<file path="src/dtr_pkg.sv">
// Package for the divider timer: widths, bus addresses, item codes,
// the prescaler period table and the shared step-unit result type.
// No dependencies.
package dtr_pkg;

  // Low bits of cycle_count that a tick uses (at most CYC_FIELD_W, 8).
  localparam int CYCLE_BITS = 8;
  localparam int CYC_FIELD_W = 8;
  localparam int CYC_W = (CYCLE_BITS < CYC_FIELD_W) ? CYCLE_BITS : CYC_FIELD_W;

  localparam int FUNC_W  = 2;
  localparam int ADDR_W  = 16;
  localparam int DATA_W  = 8;
  localparam int DIV_W   = 16;
  localparam int PRE_W   = 11;
  localparam int CTRL_W  = 3;
  localparam int DELAY_W = 3;

  // Item kinds.
  localparam logic [FUNC_W-1:0] FUNC_TICK  = 2'd0;
  localparam logic [FUNC_W-1:0] FUNC_READ  = 2'd1;
  localparam logic [FUNC_W-1:0] FUNC_WRITE = 2'd2;

  // Register map.
  localparam logic [ADDR_W-1:0] ADDR_DIV  = 16'hFF04;
  localparam logic [ADDR_W-1:0] ADDR_TIMA = 16'hFF05;
  localparam logic [ADDR_W-1:0] ADDR_TMA  = 16'hFF06;
  localparam logic [ADDR_W-1:0] ADDR_TAC  = 16'hFF07;

  localparam logic [DATA_W-1:0]  UNMAPPED_DATA = 8'hFF;
  localparam logic [DATA_W-1:0]  TIMA_MAX      = 8'hFF;
  localparam logic [DELAY_W-1:0] RELOAD_CYCLES = 3'd4;
  localparam int                 CTRL_EN_BIT   = 2;

  // Prescaler period for the two select bits.
  function automatic logic [PRE_W-1:0] period_of(input logic [1:0] sel);
    logic [PRE_W-1:0] p;
    case (sel)
      2'd0:    p = 11'd1024;
      2'd1:    p = 11'd16;
      2'd2:    p = 11'd64;
      2'd3:    p = 11'd256;
      default: p = 11'd1024;
    endcase
    return p;
  endfunction

  // One step of the prescaler/counter unit.
  typedef struct packed {
    logic              hit;
    logic              wrap;
    logic [PRE_W-1:0]  acc_next;
    logic [DATA_W-1:0] timer_next;
  } dtr_step_t;

endpackage

</file>
<file path="src/dtr_if.sv">
// Handshake interfaces for the divider timer: request and response channels.
// Depends on dtr_pkg.
interface dtr_req_if;
  logic                          valid;
  logic                          ready;
  logic [dtr_pkg::FUNC_W-1:0]    func;
  logic [dtr_pkg::ADDR_W-1:0]    address;
  logic [dtr_pkg::DATA_W-1:0]    write_data;
  logic [dtr_pkg::CYC_FIELD_W-1:0] cycle_count;

  modport source (output valid, func, address, write_data, cycle_count, input ready);
  modport sink   (input valid, func, address, write_data, cycle_count, output ready);
endinterface

interface dtr_rsp_if;
  logic                       valid;
  logic                       ready;
  logic [dtr_pkg::DATA_W-1:0] read_data;
  logic                       timer_irq;

  modport source (output valid, read_data, timer_irq, input ready);
  modport sink   (input valid, read_data, timer_irq, output ready);
endinterface

</file>
<file path="src/divider_timer_with_reload.sv">
// Top level of the divider timer with delayed modulo reload.
// Depends on dtr_pkg, dtr_if (dtr_req_if, dtr_rsp_if) and dtr_step_unit.
//
//  channel | dir | payload                                   | handshake
//  --------+-----+-------------------------------------------+-------------
//  req_i   | in  | func, address, write_data, cycle_count    | valid/ready
//  rsp_o   | out | read_data, timer_irq                      | valid/ready
//
// Reads, writes and idle-timer ticks go through accept, then finish,
// which loads the output register. An enabled tick runs the prescaler
// loop in between, one prescaler period per run step until less than a
// period is left; the single compare-subtract step unit sets each step.
// req_i.ready is high only in idle; a result waits in finish while the
// output register is held, so a stalled rsp_o holds off the next item.
// Reset clears divider, prescaler, counter, modulo, control and reload state.
module divider_timer_with_reload (
  input  logic      clk_i,
  input  logic      rst_ni,
  dtr_req_if.sink   req_i,
  dtr_rsp_if.source rsp_o
);
  import dtr_pkg::*;

  localparam logic [1:0] ST_IDLE = 2'd0;
  localparam logic [1:0] ST_RUN  = 2'd1;  // prescaler periods being counted
  localparam logic [1:0] ST_FIN  = 2'd2;  // result waits for output register

  logic [1:0]         state_q, state_d;
  logic [DIV_W-1:0]   div_q;
  logic [PRE_W-1:0]   pre_q;
  logic [DATA_W-1:0]  tima_q;
  logic [DATA_W-1:0]  tma_q;
  logic [CTRL_W-1:0]  tac_q;
  logic               pend_q;
  logic [DELAY_W-1:0] delay_q;

  // Result being built, and the output register.
  logic [DATA_W-1:0]  res_rd_q;
  logic               res_irq_q;
  logic               out_vld_q;
  logic [DATA_W-1:0]  out_rd_q;
  logic               out_irq_q;

  logic               accept;
  logic               out_free;
  logic [DATA_W-1:0]  cyc;
  logic [DATA_W-1:0]  rd_mux;
  logic [PRE_W-1:0]   period;
  logic               tac_en;
  dtr_step_t          step;

  assign accept   = req_i.valid && req_i.ready;
  assign out_free = !out_vld_q || rsp_o.ready;
  assign cyc      = DATA_W'(req_i.cycle_count[CYC_W-1:0]);
  assign period   = period_of(tac_q[1:0]);
  assign tac_en   = tac_q[CTRL_EN_BIT];

  assign req_i.ready     = (state_q == ST_IDLE);
  assign rsp_o.valid     = out_vld_q;
  assign rsp_o.read_data = out_rd_q;
  assign rsp_o.timer_irq = out_irq_q;

  dtr_step_unit u_step (
    .acc_i    (pre_q),
    .period_i (period),
    .timer_i  (tima_q),
    .step_o   (step)
  );

  // Register read mux.
  always_comb begin
    case (req_i.address)
      ADDR_DIV:  rd_mux = div_q[DIV_W-1:DIV_W-DATA_W];
      ADDR_TIMA: rd_mux = tima_q;
      ADDR_TMA:  rd_mux = tma_q;
      ADDR_TAC:  rd_mux = DATA_W'(tac_q);
      default:   rd_mux = UNMAPPED_DATA;
    endcase
  end

  always_comb begin
    state_d = state_q;
    case (state_q)
      ST_IDLE: begin
        if (accept) begin
          if (req_i.func == FUNC_TICK && tac_en) state_d = ST_RUN;
          else                                   state_d = ST_FIN;
        end
      end
      ST_RUN: begin
        if (!step.hit) state_d = ST_FIN;
      end
      ST_FIN: begin
        if (out_free) state_d = ST_IDLE;
      end
      default: state_d = ST_IDLE;
    endcase
  end

  always_ff @(posedge clk_i or negedge rst_ni) begin
    if (!rst_ni) begin
      state_q   <= ST_IDLE;
      div_q     <= '0;
      pre_q     <= '0;
      tima_q    <= '0;
      tma_q     <= '0;
      tac_q     <= '0;
      pend_q    <= 1'b0;
      delay_q   <= '0;
      out_vld_q <= 1'b0;
    end else begin
      state_q <= state_d;

      if (state_q == ST_IDLE && accept) begin
        case (req_i.func)
          FUNC_TICK: begin
            div_q <= div_q + DIV_W'(cyc);
            // Pending reload is settled before the prescaler runs.
            if (pend_q) begin
              if (cyc >= DATA_W'(delay_q)) begin
                pend_q  <= 1'b0;
                delay_q <= '0;
                tima_q  <= tma_q;
              end else begin
                delay_q <= delay_q - DELAY_W'(cyc);
              end
            end
            if (tac_en) pre_q <= pre_q + PRE_W'(cyc);
          end
          FUNC_WRITE: begin
            case (req_i.address)
              ADDR_DIV:  div_q <= '0;
              ADDR_TIMA: begin
                pend_q  <= 1'b0;   // write cancels a waiting reload
                delay_q <= '0;
                tima_q  <= req_i.write_data;
              end
              ADDR_TMA:  tma_q <= req_i.write_data;
              ADDR_TAC:  begin
                if (req_i.write_data[CTRL_W-1:0] != tac_q) pre_q <= '0;
                tac_q <= req_i.write_data[CTRL_W-1:0];
              end
              default: ;
            endcase
          end
          default: ;
        endcase
      end

      // One period per cycle; each wrap restarts the reload delay.
      if (state_q == ST_RUN && step.hit) begin
        pre_q <= step.acc_next;
        if (step.wrap) begin
          tima_q  <= '0;
          pend_q  <= 1'b1;
          delay_q <= RELOAD_CYCLES;
        end else begin
          tima_q  <= step.timer_next;
        end
      end

      if (state_q == ST_FIN && out_free) out_vld_q <= 1'b1;
      else if (rsp_o.ready)              out_vld_q <= 1'b0;
    end
  end

  // Result payload, no reset needed.
  always_ff @(posedge clk_i) begin
    if (state_q == ST_IDLE && accept) begin
      res_rd_q  <= (req_i.func == FUNC_READ) ? rd_mux : '0;
      res_irq_q <= (req_i.func == FUNC_TICK) && pend_q &&
                   (cyc >= DATA_W'(delay_q));
    end
    if (state_q == ST_FIN && out_free) begin
      out_rd_q  <= res_rd_q;
      out_irq_q <= res_irq_q;
    end
  end

  // Prescaler loop only runs while the timer is enabled.
  a_run_enabled: assert property (@(posedge clk_i) disable iff (!rst_ni)
    (state_q == ST_RUN) |-> tac_en)
    else $error("prescaler loop running with timer disabled");

  // Outside a tick the prescaler holds less than one period.
  a_pre_below_period: assert property (@(posedge clk_i) disable iff (!rst_ni)
    (state_q == ST_IDLE) |-> (pre_q < period))
    else $error("prescaler left at or above its period");

  // A waiting reload always has a nonzero delay of at most RELOAD_CYCLES.
  a_delay_range: assert property (@(posedge clk_i) disable iff (!rst_ni)
    pend_q |-> (delay_q != '0 && delay_q <= RELOAD_CYCLES))
    else $error("reload delay out of range while pending");

  // An interrupt result never carries read data.
  a_irq_no_data: assert property (@(posedge clk_i) disable iff (!rst_ni)
    (out_vld_q && out_irq_q) |-> (out_rd_q == '0))
    else $error("interrupt result with nonzero read data");

  // A result is loaded only from the finish state.
  a_load_from_fin: assert property (@(posedge clk_i) disable iff (!rst_ni)
    ($rose(out_vld_q)) |-> ($past(state_q) == ST_FIN))
    else $error("output loaded outside finish state");

endmodule

</file>
<file path="src/dtr_step_unit.sv">
// Shared prescaler step: one compare-subtract against the period and one
// counter increment with wrap detect. Depends on dtr_pkg.
module dtr_step_unit (
  input  logic [dtr_pkg::PRE_W-1:0]  acc_i,
  input  logic [dtr_pkg::PRE_W-1:0]  period_i,
  input  logic [dtr_pkg::DATA_W-1:0] timer_i,
  output dtr_pkg::dtr_step_t         step_o
);
  import dtr_pkg::*;

  always_comb begin
    step_o.hit        = (acc_i >= period_i);
    step_o.acc_next   = acc_i - period_i;
    step_o.wrap       = (timer_i == TIMA_MAX);
    step_o.timer_next = timer_i + DATA_W'(1);
  end

endmodule

</file>
<file path="src/flat_wrapper.sv">
// flat-port wrapper written by rule: the top's interface ports become plain ports
module divider_timer_with_reload_flat import dtr_pkg::*;
  (clk_i, rst_ni, req_i_valid, req_i_func, req_i_address, req_i_write_data, req_i_cycle_count, req_i_ready, rsp_o_valid, rsp_o_read_data, rsp_o_timer_irq, rsp_o_ready);
  dtr_req_if req_i_i ();
  dtr_rsp_if rsp_o_i ();
  input  logic clk_i;
  input  logic rst_ni;
  input wire logic [$bits(req_i_i.valid)-1:0] req_i_valid;
  input wire logic [$bits(req_i_i.func)-1:0] req_i_func;
  input wire logic [$bits(req_i_i.address)-1:0] req_i_address;
  input wire logic [$bits(req_i_i.write_data)-1:0] req_i_write_data;
  input wire logic [$bits(req_i_i.cycle_count)-1:0] req_i_cycle_count;
  output wire logic [$bits(req_i_i.ready)-1:0] req_i_ready;
  output wire logic [$bits(rsp_o_i.valid)-1:0] rsp_o_valid;
  output wire logic [$bits(rsp_o_i.read_data)-1:0] rsp_o_read_data;
  output wire logic [$bits(rsp_o_i.timer_irq)-1:0] rsp_o_timer_irq;
  input wire logic [$bits(rsp_o_i.ready)-1:0] rsp_o_ready;
  assign req_i_i.valid = req_i_valid;
  assign req_i_i.func = req_i_func;
  assign req_i_i.address = req_i_address;
  assign req_i_i.write_data = req_i_write_data;
  assign req_i_i.cycle_count = req_i_cycle_count;
  assign req_i_ready = req_i_i.ready;
  assign rsp_o_valid = rsp_o_i.valid;
  assign rsp_o_read_data = rsp_o_i.read_data;
  assign rsp_o_timer_irq = rsp_o_i.timer_irq;
  assign rsp_o_i.ready = rsp_o_ready;
  divider_timer_with_reload u_core (.clk_i(clk_i), .rst_ni(rst_ni), .req_i(req_i_i), .rsp_o(rsp_o_i));
endmodule
</file>
<file path="config.mk">
export PLATFORM = sky130hd
export DESIGN_NAME = divider_timer_with_reload_flat
export DESIGN_NICKNAME = d
export VERILOG_FILES = /design/src/dtr_pkg.sv /design/src/dtr_if.sv /design/src/divider_timer_with_reload.sv /design/src/dtr_step_unit.sv /design/src/flat_wrapper.sv
export SDC_FILE = /design/constraint.sdc
export NUM_CORES = 1
export LEC_CHECK = 0
export BUFFER_PORTS_ARGS = -buffer_cell sky130_fd_sc_hd__buf_4
export CAP_MARGIN = 20
export CORE_MARGIN = 10
export CORE_UTILIZATION = 25
export DETAILED_ROUTE_END_ITERATION = 6
export PLACE_DENSITY_LB_ADDON = 0.25
export RECOVER_POWER = 100
export SLEW_MARGIN = 0
export SYNTH_ARGS = -nofsm -noshare
export SYNTH_HDL_FRONTEND = slang
export SYNTH_SLANG_ARGS = --single-unit
</file>
<file path="constraint.sdc">
create_clock -name clk_i -period 4.4 [get_ports clk_i]
set_input_delay 0.44 -clock clk_i [delete_from_list [all_inputs] [get_ports clk_i]]
set_output_delay 0.44 -clock clk_i [all_outputs]
set_load 0.01 [all_outputs]
</file>
==> qor.csv, run 1 <==
metric,value,unit
io_buffer_count,48,
dp_hpwl,9.953,mm
first_pass_iters,4,
ys_async_sr_fraction,0.7465,
fin_setup_tns,0,ns
cellLeakagePower,0.002270,uW
avgRoutedWirePerCell,17.84,um
tightest_slew,3.184,ns
max_stage_delay,1.26,ns
area_delta_synth_final,17.10,%
cts_max_level,3,
fill_cells,1910,
skew,0.009969,ns
worst_slack,0.9751,ns
violations,"max-capacitance violations, max-slew violations",
post-route-period-util,0.7784,
synth_area,4536,um2
required,4.64,ns
place_congestion,0.8652,
power_frac_clock,0.359,
clk_path_buf_depth,2,
netlist_instances,459,
cts_root_buf,clkbuf_16,
routed_wl,13.20,mm
core,17900,um2
dp_slack,1.525,ns
setup_viol,0,
drt_iter0_drc,273,
worstSetupStartpointType,flop,
clock_latency,0.35,ns
grt_pass1_vias,3702,
crit_path_end,u_core.tima_q[2],
synth_compound_area_frac,0.1840,
final-max-slew-violation-count,59,
cp-end-kind,flop,
vias,3728,
grt_pass1_wl,20.93,mm
synth_cell_type_count,72,
synth_xor_area_frac,0.04441,
synth_ff_type,dfrtp_1,
yosysWarnings,0,
syn_avg_cell_area,9.881,um2
multiInputGateArea,2465,um2
ys_seq_elements,71,
antenna_left,0,
final_common_cell,dfrtp_1,
post-cts-setup-buffers,0,
synth_top_family_by_area,simple AND/OR/NAND/NOR gates,
power.internal,1416,uW
drive_gt1_frac,0.1389,
timing.rr.end,u_core.tima_q[2],
min_path_type,input port to flop,
crit_path_top_delay_cell,a2111oi_0,
synth_mux_area_frac,0.04966,
yosys.area_share.adder,0.08772,
fin_area,5311,um2
rr_startpoint,u_core.delay_q[0],
dieArea,23930,um2
finalNonFillerCells,740,
final_cell_mix,"53 x dfrtp_1, 46 x nand2_1, 36 x buf_4",
cp.arrival,3.67,ns
pin_count,49,
grt_max_degree,54,
synth_edf_count,18,
initial_core_util,0.2534,
cts-hold-fix-buffers,0,
ys_seq_area_frac,0.4116,
critPathLaunch,u_core.delay_q[0],
ir_drop,0.0001860,V
relSlewSlack,-1.123,
clock_sinks,71,
cap_violations,2,
hold_violations,0,
comb_power_share,0.236,
n_antenna_cell,0,
crit_fanout,15,
synth-simple-area-share,0.1917,
fp.dieH,154.7,um
swShare,0.3178,
postPlaceCellArea,5129,um2
grt_remaining_overflow,0,
antenna_found_initial,0,
hp-start,rsp_o_ready,
critPathKind,flop to flop,
power.density,390.8,nW/um2
r2r_slack,0.98,ns
dp_cells,723,
ctsResizeCount,0,
sequentialPowerShare,0.405,
std_cell_rows,49,
status,"complete, but fails checks",
syn_nets,527,
via_per_inst,5.038,
path_cells,ha_1 > nand2b_1 > a21o_1 > a2111oi_0 > o21ai_2 > mux2_2 > o21a_1,
fmax,292.0,MHz
die_w,154.7,um
route.detailed.drc,0,
clk_pin_slew,0.06,ns
grt_usage,0.1109,
switching_power,659.7,uW
period_needed,3.425,ns
cts_inserted_buffers,9,
regArea,1867,um2
cts_tree,built,
r2r_cells,7,
rsz0062_at_grt,false,
nets,574,
-- worst max-delay path, delay by kind of cell, from the launching register on --
| family | cells | cell delay, ns |
|---|---|---|
| AO/OA/AOI/OAI | 4 | 2.06 |
| flip-flops | 1 | 0.41 |
| AND/OR/NAND/NOR | 1 | 0.15 |
| multiplexers | 1 | 0.40 |
| adder cells (fa/ha/maj) | 1 | 0.30 |
-- routing by layer --
layer / vias up / wire, um / track usage
met5: - / 0 / 0
met4: 0 / 373 / 0.05803
li1: 1809 / - / -
met2: 90 / 5952 / 0.1699
met1: 1808 / 6251 / 0.1441
met3: 21 / 624 / 0.02163
-- sequential cells by signal (all words and copies together), names as in the netlist, 3 cells and up --
signal,cells
u_core.div_q,16
u_core.pre_q,11
u_core.res_rd_q,8
u_core.rsp_o.read_data,8
u_core.tima_q,8
u_core.tma_q,8
u_core.delay_q,3
u_core.tac_q,3
-- power groups by stage --
stage | clock network (uW) | logic, uW | registers (uW)
6_report | 745 | 490 | 841
4_1_cts | 754 | 524 | 842
3_3_place_gp | 0 | 515 | 850
2_1_floorplan | 0 | 318 | 854
3_5_place_dp | 0 | 522 | 854
5_1_grt | 783 | 556 | 854
-- synth_stat cells, drive strengths merged (7+ instances only) --
library cell	number	share of area
and3	8	0.011
nand2	46	0.039
o21ai	26	0.030
dfrtp	53	0.29
edfxtp	18	0.12
nand3	15	0.018
xor2	9	0.017
clkbuf	9	0.0077
mux2i	9	0.020
nor2	33	0.028
mux2	12	0.030
a21oi	23	0.025
xnor2	14	0.027
nand2b	7	0.0097
inv	19	0.016
ha	27	0.074
nor3	15	0.022
-- area by class of cell --
class / instances / area share
multi-input cells: 354 / 0.4641
well taps: 229 / 0.05395
clock buffers: 10 / 0.04311
repair buffers: 51 / 0.06219
flip-flops and latches: 71 / 0.3515
inverters: 19 / 0.01343
clock inverters: 6 / 0.01178
-- per-stage QoR --
stage / total power (uW) / util / hold WS [ns]
floorplan: 1173 / - / 0.1444
global placement: 1365 / 0.2865 / 0.4053
detailed placement: 1377 / 0.2865 / 0.4057
CTS: 2120 / 0.3028 / 0.1846
global route: 2193 / 0.2967 / 0.2907
finish: 2076 / 0.2967 / 0.2897
-- kinds of logic after synthesis --
kind of cell / after synthesis
muxes: 21
and+or+nand+nor: 164
AOI/OAI and AO/OA: 116
xor gates and xnor gates: 23
buffers and inverters: 34
DFF: 71
adders and majority gates: 30
-- how the worst min path moves through the flow --
| stage | to | slack (ns) | cells after the start |
|---|---|---|---|
| after floorplan | u_core.delay_q[0] | 0.14 | 0 |
| after global placement | u_core.rsp_o.read_data[5] | 0.41 | 0 |
| after detailed placement | u_core.rsp_o.timer_irq | 0.41 | 0 |
| after CTS | u_core.div_q[0] | 0.18 | 1 |
| after global routing | u_core.rsp_o.valid | 0.29 | 2 |
| final | u_core.rsp_o.valid | 0.29 | 2 |
Note: power is estimated with default switching activity, not from simulation.
==> run 2, diff against run 1 <==
==> constraint.sdc (replaced) <==
create_clock -name clk_i -period 3.4 [get_ports clk_i]
set_input_delay 0.34 -clock clk_i [delete_from_list [all_inputs] [get_ports clk_i]]
set_output_delay 0.34 -clock clk_i [all_outputs]
set_load 0.01 [all_outputs]
==> run 2 against run 1 <==
- the flow now finishes without violations
- clock power rose by 24%
- global-route usage fell by 0.18 points
- worst hold slack got worse by 0.11 ns
- total power is 28% higher
- flip-flop and latch count did not move
- utilization up 0.26 points
==> qor.csv, run 2 (same netlist as run 1, synthesis figures left out) <==
metric,value,unit,change
worst_slack,0.4195,ns,-0.5556 ns
antenna_found_initial,0,,unchanged
dp_cells,727,,+0.55%
hold_violations,0,,unchanged
cp-end-kind,flop,,
post-route-period-util,0.8766,,
fill_cells,1871,,-2.0%
cts-hold-fix-buffers,0,,unchanged
crit_path_top_delay_cell,nor3_1,,
finalNonFillerCells,744,,+0.54%
clock_sinks,71,,unchanged
cts_root_buf,clkbuf_16,,
pin_count,49,,unchanged
drive_gt1_frac,0.1515,,+0.01251
status,finished clean,,
skew,0.006440,ns,-0.003529 ns
post-cts-setup-buffers,0,,unchanged
relSlewSlack,0.04378,,+1.167
ctsResizeCount,0,,unchanged
ir_drop,0.0002693,V,+45%
path_cells,clkbuf_4 > or4b_1 > or3_1 > nor3_1 > nand2_1 > mux2_2,,
core,17900,um2,unchanged
tightest_slew,1.434,ns,-1.750 ns
dp_hpwl,9.828,mm,-1.3%
route.detailed.drc,0,,unchanged
regArea,1867,um2,unchanged
max_stage_delay,0.84,ns,-0.42 ns
nets,578,,+0.70%
avgRoutedWirePerCell,17.23,um,-3.4%
cap_violations,0,,-2
path_buf_inv,1,,+1
grt_pass1_vias,3740,,+1.0%
rsz0062_at_grt,false,,
cellLeakagePower,0.002294,uW,+1.1%
multiInputGateArea,2499,um2,+1.4%
power.density,495.5,nW/um2,+27%
final_common_cell,dfrtp_1,,
antenna_left,0,,unchanged
hold_slack,0.1827,ns,-0.1070 ns
dieArea,23930,um2,unchanged
cts_tree,built,,
crit_fanout,8,,-7
fin_setup_tns,0,ns,unchanged
first_pass_iters,4,,unchanged
place_congestion,0.8664,,+0.14%
fp.dieH,154.7,um,unchanged
required,3.63,ns,-1.01 ns
fmax,335.5,MHz,
die_w,154.7,um,unchanged
final-max-slew-violation-count,0,,-100%
grt_max_degree,54,,unchanged
dp_slack,0.5521,ns,-0.9731 ns
largest_reg_flops,16,,unchanged
initial_core_util,0.2534,,unchanged
min_path_type,input port to flop,,
setup_viol,0,,unchanged
critPathKind,input port to flop,,
cts_inserted_buffers,9,,unchanged
worstSetupStartpointType,input port,,
std_cell_rows,49,,unchanged
area_delta_synth_final,18.12,%,
grt_usage,0.1091,,-0.001751
reg.largest.list,"u_core.div_q x16, u_core.pre_q x11",,
grt_remaining_overflow,0,,unchanged
final_util,0.2993,,+0.002586
cpLargestDelayFamily,simple AND/OR/NAND/NOR gates,,
final_cell_mix,"53 x dfrtp_1, 46 x nand2_1, 37 x buf_4",,
clock_latency,0.35,ns,about the same
n_antenna_cell,0,,unchanged
grt_pass1_wl,20.74,mm,-0.89%
vias,3719,,-0.24%
io_buffer_count,48,,unchanged
drt_iter0_drc,278,,+1.8%
routed_wl,12.82,mm,-2.9%
cts_max_level,3,,unchanged
via_per_inst,4.999,,-0.78%
regMostFlops,u_core.div_q,,
clk_path_buf_depth,2,,unchanged
cp.arrival,3.21,ns,-0.46 ns
clk_pin_slew,0.06,ns,about the same
period_needed,2.980,ns,
[run 2: path summary, 6_finish.rpt]
| check | from | end | slack (ns) | depth (start not counted) |
|---|---|---|---|---|
| max in group asynchronous | rst_ni | u_core.tma_q[6] | 2.21 | 1 |
| min in group asynchronous | rst_ni | u_core.div_q[1] | 0.31 | 1 |
| worst min register to register | u_core.res_rd_q[1] | u_core.rsp_o.read_data[1] | 0.42 | 0 |
| worst min-delay path | rsp_o_ready | u_core.rsp_o.valid | 0.18 | 2 |
| worst max register to register | u_core.tac_q[0] | u_core.tima_q[2] | 0.55 | 7 |
| worst max-delay path | req_i_address[5] | u_core.tma_q[4] | 0.42 | 6 |
[run 2: layer usage]
layer	share of wire	track usage
met5	0	0
met1	0.46	0.1403
met2	0.47	0.1699
met3	0.045	0.02246
met4	0.021	0.05353
[run 2: worst reg2reg max path, stage by stage, from the launching register on]
cell and delay, ns:
dfrtp_1 0.44, nand2b_1 0.18, ha_1 0.34, a2111oi_0 0.48
o211ai_1 0.27, nand2_1 0.47, mux2_2 0.39, o21a_1 0.16
[run 2: power breakdown]
group	internal [uW]	switching [uW]	total, uW
clock	516	406	922
combinational	263	382	645
sequential	1020	70.6	1090
total	1800	859	2650
[run 2: final cells by class]
| cell class | count | share of cell area |
|---|---|---|
| Clock buffer | 10 | 0.04461 |
| Tap cell | 229 | 0.05348 |
| Clock inverter | 6 | 0.008407 |
| Multi-Input combinational cell | 354 | 0.4664 |
| Sequential cell | 71 | 0.3484 |
| Inverter | 19 | 0.01331 |
| Timing Repair Buffer | 55 | 0.06539 |
[run 2: per-stage QoR]
step | instance area (um2) | power (uW)
after global routing | 5358 | 2812
after floorplan | 4536 | 1517
after CTS | 5443 | 2737
after global placement | 5159 | 1786
after detailed placement | 5159 | 1804
final | 5358 | 2655
==> run 3, diff against run 2 <==
--- a/config.mk
+++ b/config.mk
@@ -10,9 +10,12 @@
 export CORE_MARGIN = 10
 export CORE_UTILIZATION = 25
 export DETAILED_ROUTE_END_ITERATION = 6
+export GPL_TIMING_DRIVEN = 0
 export PLACE_DENSITY_LB_ADDON = 0.25
 export RECOVER_POWER = 100
+export REMOVE_ABC_BUFFERS = 1
 export SLEW_MARGIN = 0
 export SYNTH_ARGS = -nofsm -noshare
 export SYNTH_HDL_FRONTEND = slang
+export SYNTH_HIERARCHICAL = 1
 export SYNTH_SLANG_ARGS = --single-unit
==> run 3 against run 2 <==
- critical path type unchanged
- largest cell class unchanged
- sequential power shrank 6%
- flip-flop and latch count is the same
- utilization rose by 0.87 points
- clock power is 11% higher
- critical path depth rose by 1
- area after synthesis up 7.0%
- wire length decreased by 2.0%
==> qor.csv, run 3 <==
metric,value,unit,change
power_frac_clock,0.391,,+0.044
status,finished clean,,
ir_drop,0.0001979,V,-27%
yosysWarnings,6,,+6
worstSetupStartpointType,input port,,
cts-hold-fix-buffers,0,,unchanged
setup_viol,0,,unchanged
cts_inserted_buffers,9,,unchanged
cpLargestDelayFamily,simple AND/OR/NAND/NOR gates,,
switching_power,764.5,uW,-11%
min_path_type,input port to flop,,
route.detailed.drc,0,,unchanged
dp_slack,-0.3939,ns,-0.9461 ns
synth_cell_type_count,64,,-11%
tightest_slew,1.488,ns,+0.05359 ns
r2r_cells,14,,+7
die_w,159.3,um,+3.0%
swShare,0.2929,,-0.03073
rsz0062_at_grt,false,,
synth_ff_type,dfrtp_1,,
routed_wl,12.57,mm,-2.0%
std_cell_rows,50,,+2.0%
synth_top_area_share,0.2733,,-0.01915
reg.largest.list,"u_core/div_q x16, u_core/pre_q x11",,
cap_violations,0,,unchanged
grt_max_degree,54,,unchanged
final_cell_mix,"53 x dfrtp_1, 44 x nor2_1, 37 x buf_4",,
critPathLaunch,req_i_address[5],,
regMostFlops,u_core/div_q,,
avgRoutedWirePerCell,15.36,um,-11%
fmax,320.7,MHz,-4.4%
synth_area,4853,um2,+7.0%
clk_pin_slew,0.06,ns,about the same
post-route-period-util,0.9172,,+0.04056
antenna_left,0,,unchanged
nets,628,,+8.7%
sequentialPowerShare,0.390,,-0.019
crit_fanout,21,,+13
worst_slack,0.2816,ns,-0.1379 ns
cp_num_cells,7,,+1
ys_seq_area_frac,0.3846,,-0.02695
final_common_cell,dfrtp_1,,
yosysTopAreaCell,dfrtp_1,,
netlist_instances,501,,+9.2%
drt_iter0_drc,250,,-10%
r2r_slack,0.31,ns,-0.24 ns
cts_max_level,3,,unchanged
cts_tree,built,,
path_buf_inv,1,,unchanged
required,3.66,ns,+0.03 ns
comb_power_share,0.219,,-0.024
largest_reg_flops,16,,unchanged
ys_async_sr_fraction,0.7465,,unchanged
grt_pass1_wl,20.08,mm,-3.2%
synth_area_leaders,"dfrtp_1 27%, edfxtp_1 11%, ha_1 8.5%",,
clock_latency,0.34,ns,about the same
final-max-slew-violation-count,0,,unchanged
cts_root_buf,clkbuf_16,,
skew,0.006286,ns,-0.0001540 ns
crit_path_top_delay_cell,or4_1,,
first_pass_iters,4,,unchanged
power.density,448.6,nW/um2,-9.5%
n_antenna_cell,0,,unchanged
fp.dieH,159.3,um,+3.0%
area_delta_synth_final,19.90,%,
hold_violations,0,,unchanged
max_stage_delay,0.66,ns,-0.18 ns
relSlewSlack,0.008057,,-0.03573
grt_remaining_overflow,0,,unchanged
syn_avg_cell_area,9.687,um2,-2.0%
ys_seq_elements,71,,unchanged
crit_path_end,u_core/div_q[15],,
clock_sinks,71,,unchanged
place_congestion,0.7778,,-10%
cp-end-kind,flop,,
synth.most_common_cell,dfrtp_1,,
vias,3812,,+2.5%
pin_count,49,,unchanged
fin_setup_tns,0,ns,unchanged
grt_usage,0.09777,,-0.01137
drive_gt1_frac,0.1595,,+0.008042
timing.rr.end,u_core/tima_q[3],,
dp_hpwl,9.550,mm,-2.8%
antenna_found_initial,0,,unchanged
cp.arrival,3.38,ns,+0.17 ns
io_buffer_count,48,,unchanged
path_cells,clkbuf_4 > or4_1 > or4_1 > o41a_1 > or3_1 > or4_1 > a21oi_1,,
critPathKind,input port to flop,,
core,18890,um2,+5.5%
via_per_inst,4.660,,-6.8%
dieArea,25390,um2,+6.1%
timing.critical_path.mode_cell,or4_1,,
period_needed,3.118,ns,+0.1379 ns
power.internal,1846,uW,+2.8%
initial_core_util,0.2569,,+0.003533
synth_top_cells_by_count,"53 x dfrtp_1, 45 x nor2_1, 33 x ha_1",,
hold_path_depth,2,,unchanged
grt_pass1_vias,3789,,+1.3%
synth_edf_count,18,,unchanged
clk_path_buf_depth,2,,unchanged
cellLeakagePower,0.002496,uW,+8.8%
rr_startpoint,u_core/tac_q[1],,
==> run 3: kinds of logic (layout without fill, tap and decap cells) <==
group / count (synthesis) / after routing / share of synthesized area
xor+xnor: 35 / 35 / 0.06316
mux: 36 / 36 / 0.08713
flops: 71 / 71 / 0.3846
other cells: 1 / 7 / 0.0007727
fa+ha+maj: 37 / 37 / 0.1016
simple gates: 162 / 162 / 0.1712
buf+inv: 46 / 97 / 0.03686
compound gates: 113 / 113 / 0.1547
==> run 3: area by class of cell <==
class                   count  area [um2]
fillers                  2012       13070
multi-input cells         390        2838
flip-flops and latches     71        1867
repair buffers             53       369.1
well taps                 260       325.3
clock buffers              11       232.7
inverters                  28       105.1
clock inverters             5       82.58
==> run 3: power by group through the flow <==
| stage | logic, uW | registers, uW | clock network [uW] |
|---|---|---|---|
| 2_1_floorplan | 390 | 1030 | 0 |
| 3_3_place_gp | 562 | 1030 | 0 |
| 3_5_place_dp | 584 | 1030 | 0 |
| 4_1_cts | 591 | 1020 | 1040 |
| 5_1_grt | 649 | 1030 | 1090 |
| 6_report | 573 | 1020 | 1020 |
==> run 3: worst min-delay path by stage <==
stage                             start                      to  slack, ns
CTS                              rst_ni         u_core/tma_q[7]       0.10
floorplan                        rst_ni       u_core/delay_q[0]       0.04
global placement       u_core/res_irq_q  u_core/rsp_o.timer_irq       0.40
detailed placement     u_core/res_irq_q  u_core/rsp_o.timer_irq       0.41
finish              req_i_write_data[4]         u_core/tma_q[4]       0.25
global route        req_i_write_data[6]         u_core/tma_q[6]       0.24
==> run 3: stage by stage <==
step           instances    util  total power, uW  cell area [um2]  hold WS (ns)
3_5_place_dp         800  0.2928             1618             5533        0.4057
3_3_place_gp         797  0.2905             1592             5488        0.4011
4_1_cts              816  0.3100             2653             5857        0.1045
5_1_grt              818  0.3080             2762             5819        0.2400
6_report             818  0.3080             2610             5819        0.2480
2_1_floorplan        489       -             1417             4802       0.04441
==> run 3: timing repair <==
action	4_1_cts	5_1_grt
pin swaps	0	1
resized for setup	2	2
endpoints found under the setup margin	8	10
setup buffers	0	2
==> run 3: layer usage <==
metal  track usage  vias up  routed length (um)
met3       0.01782       19                 324
li1              -     1929                   -
met4       0.04928        0                 278
met1        0.1213     1804                5932
met5             0        -                   0
met2        0.1592       60                6032
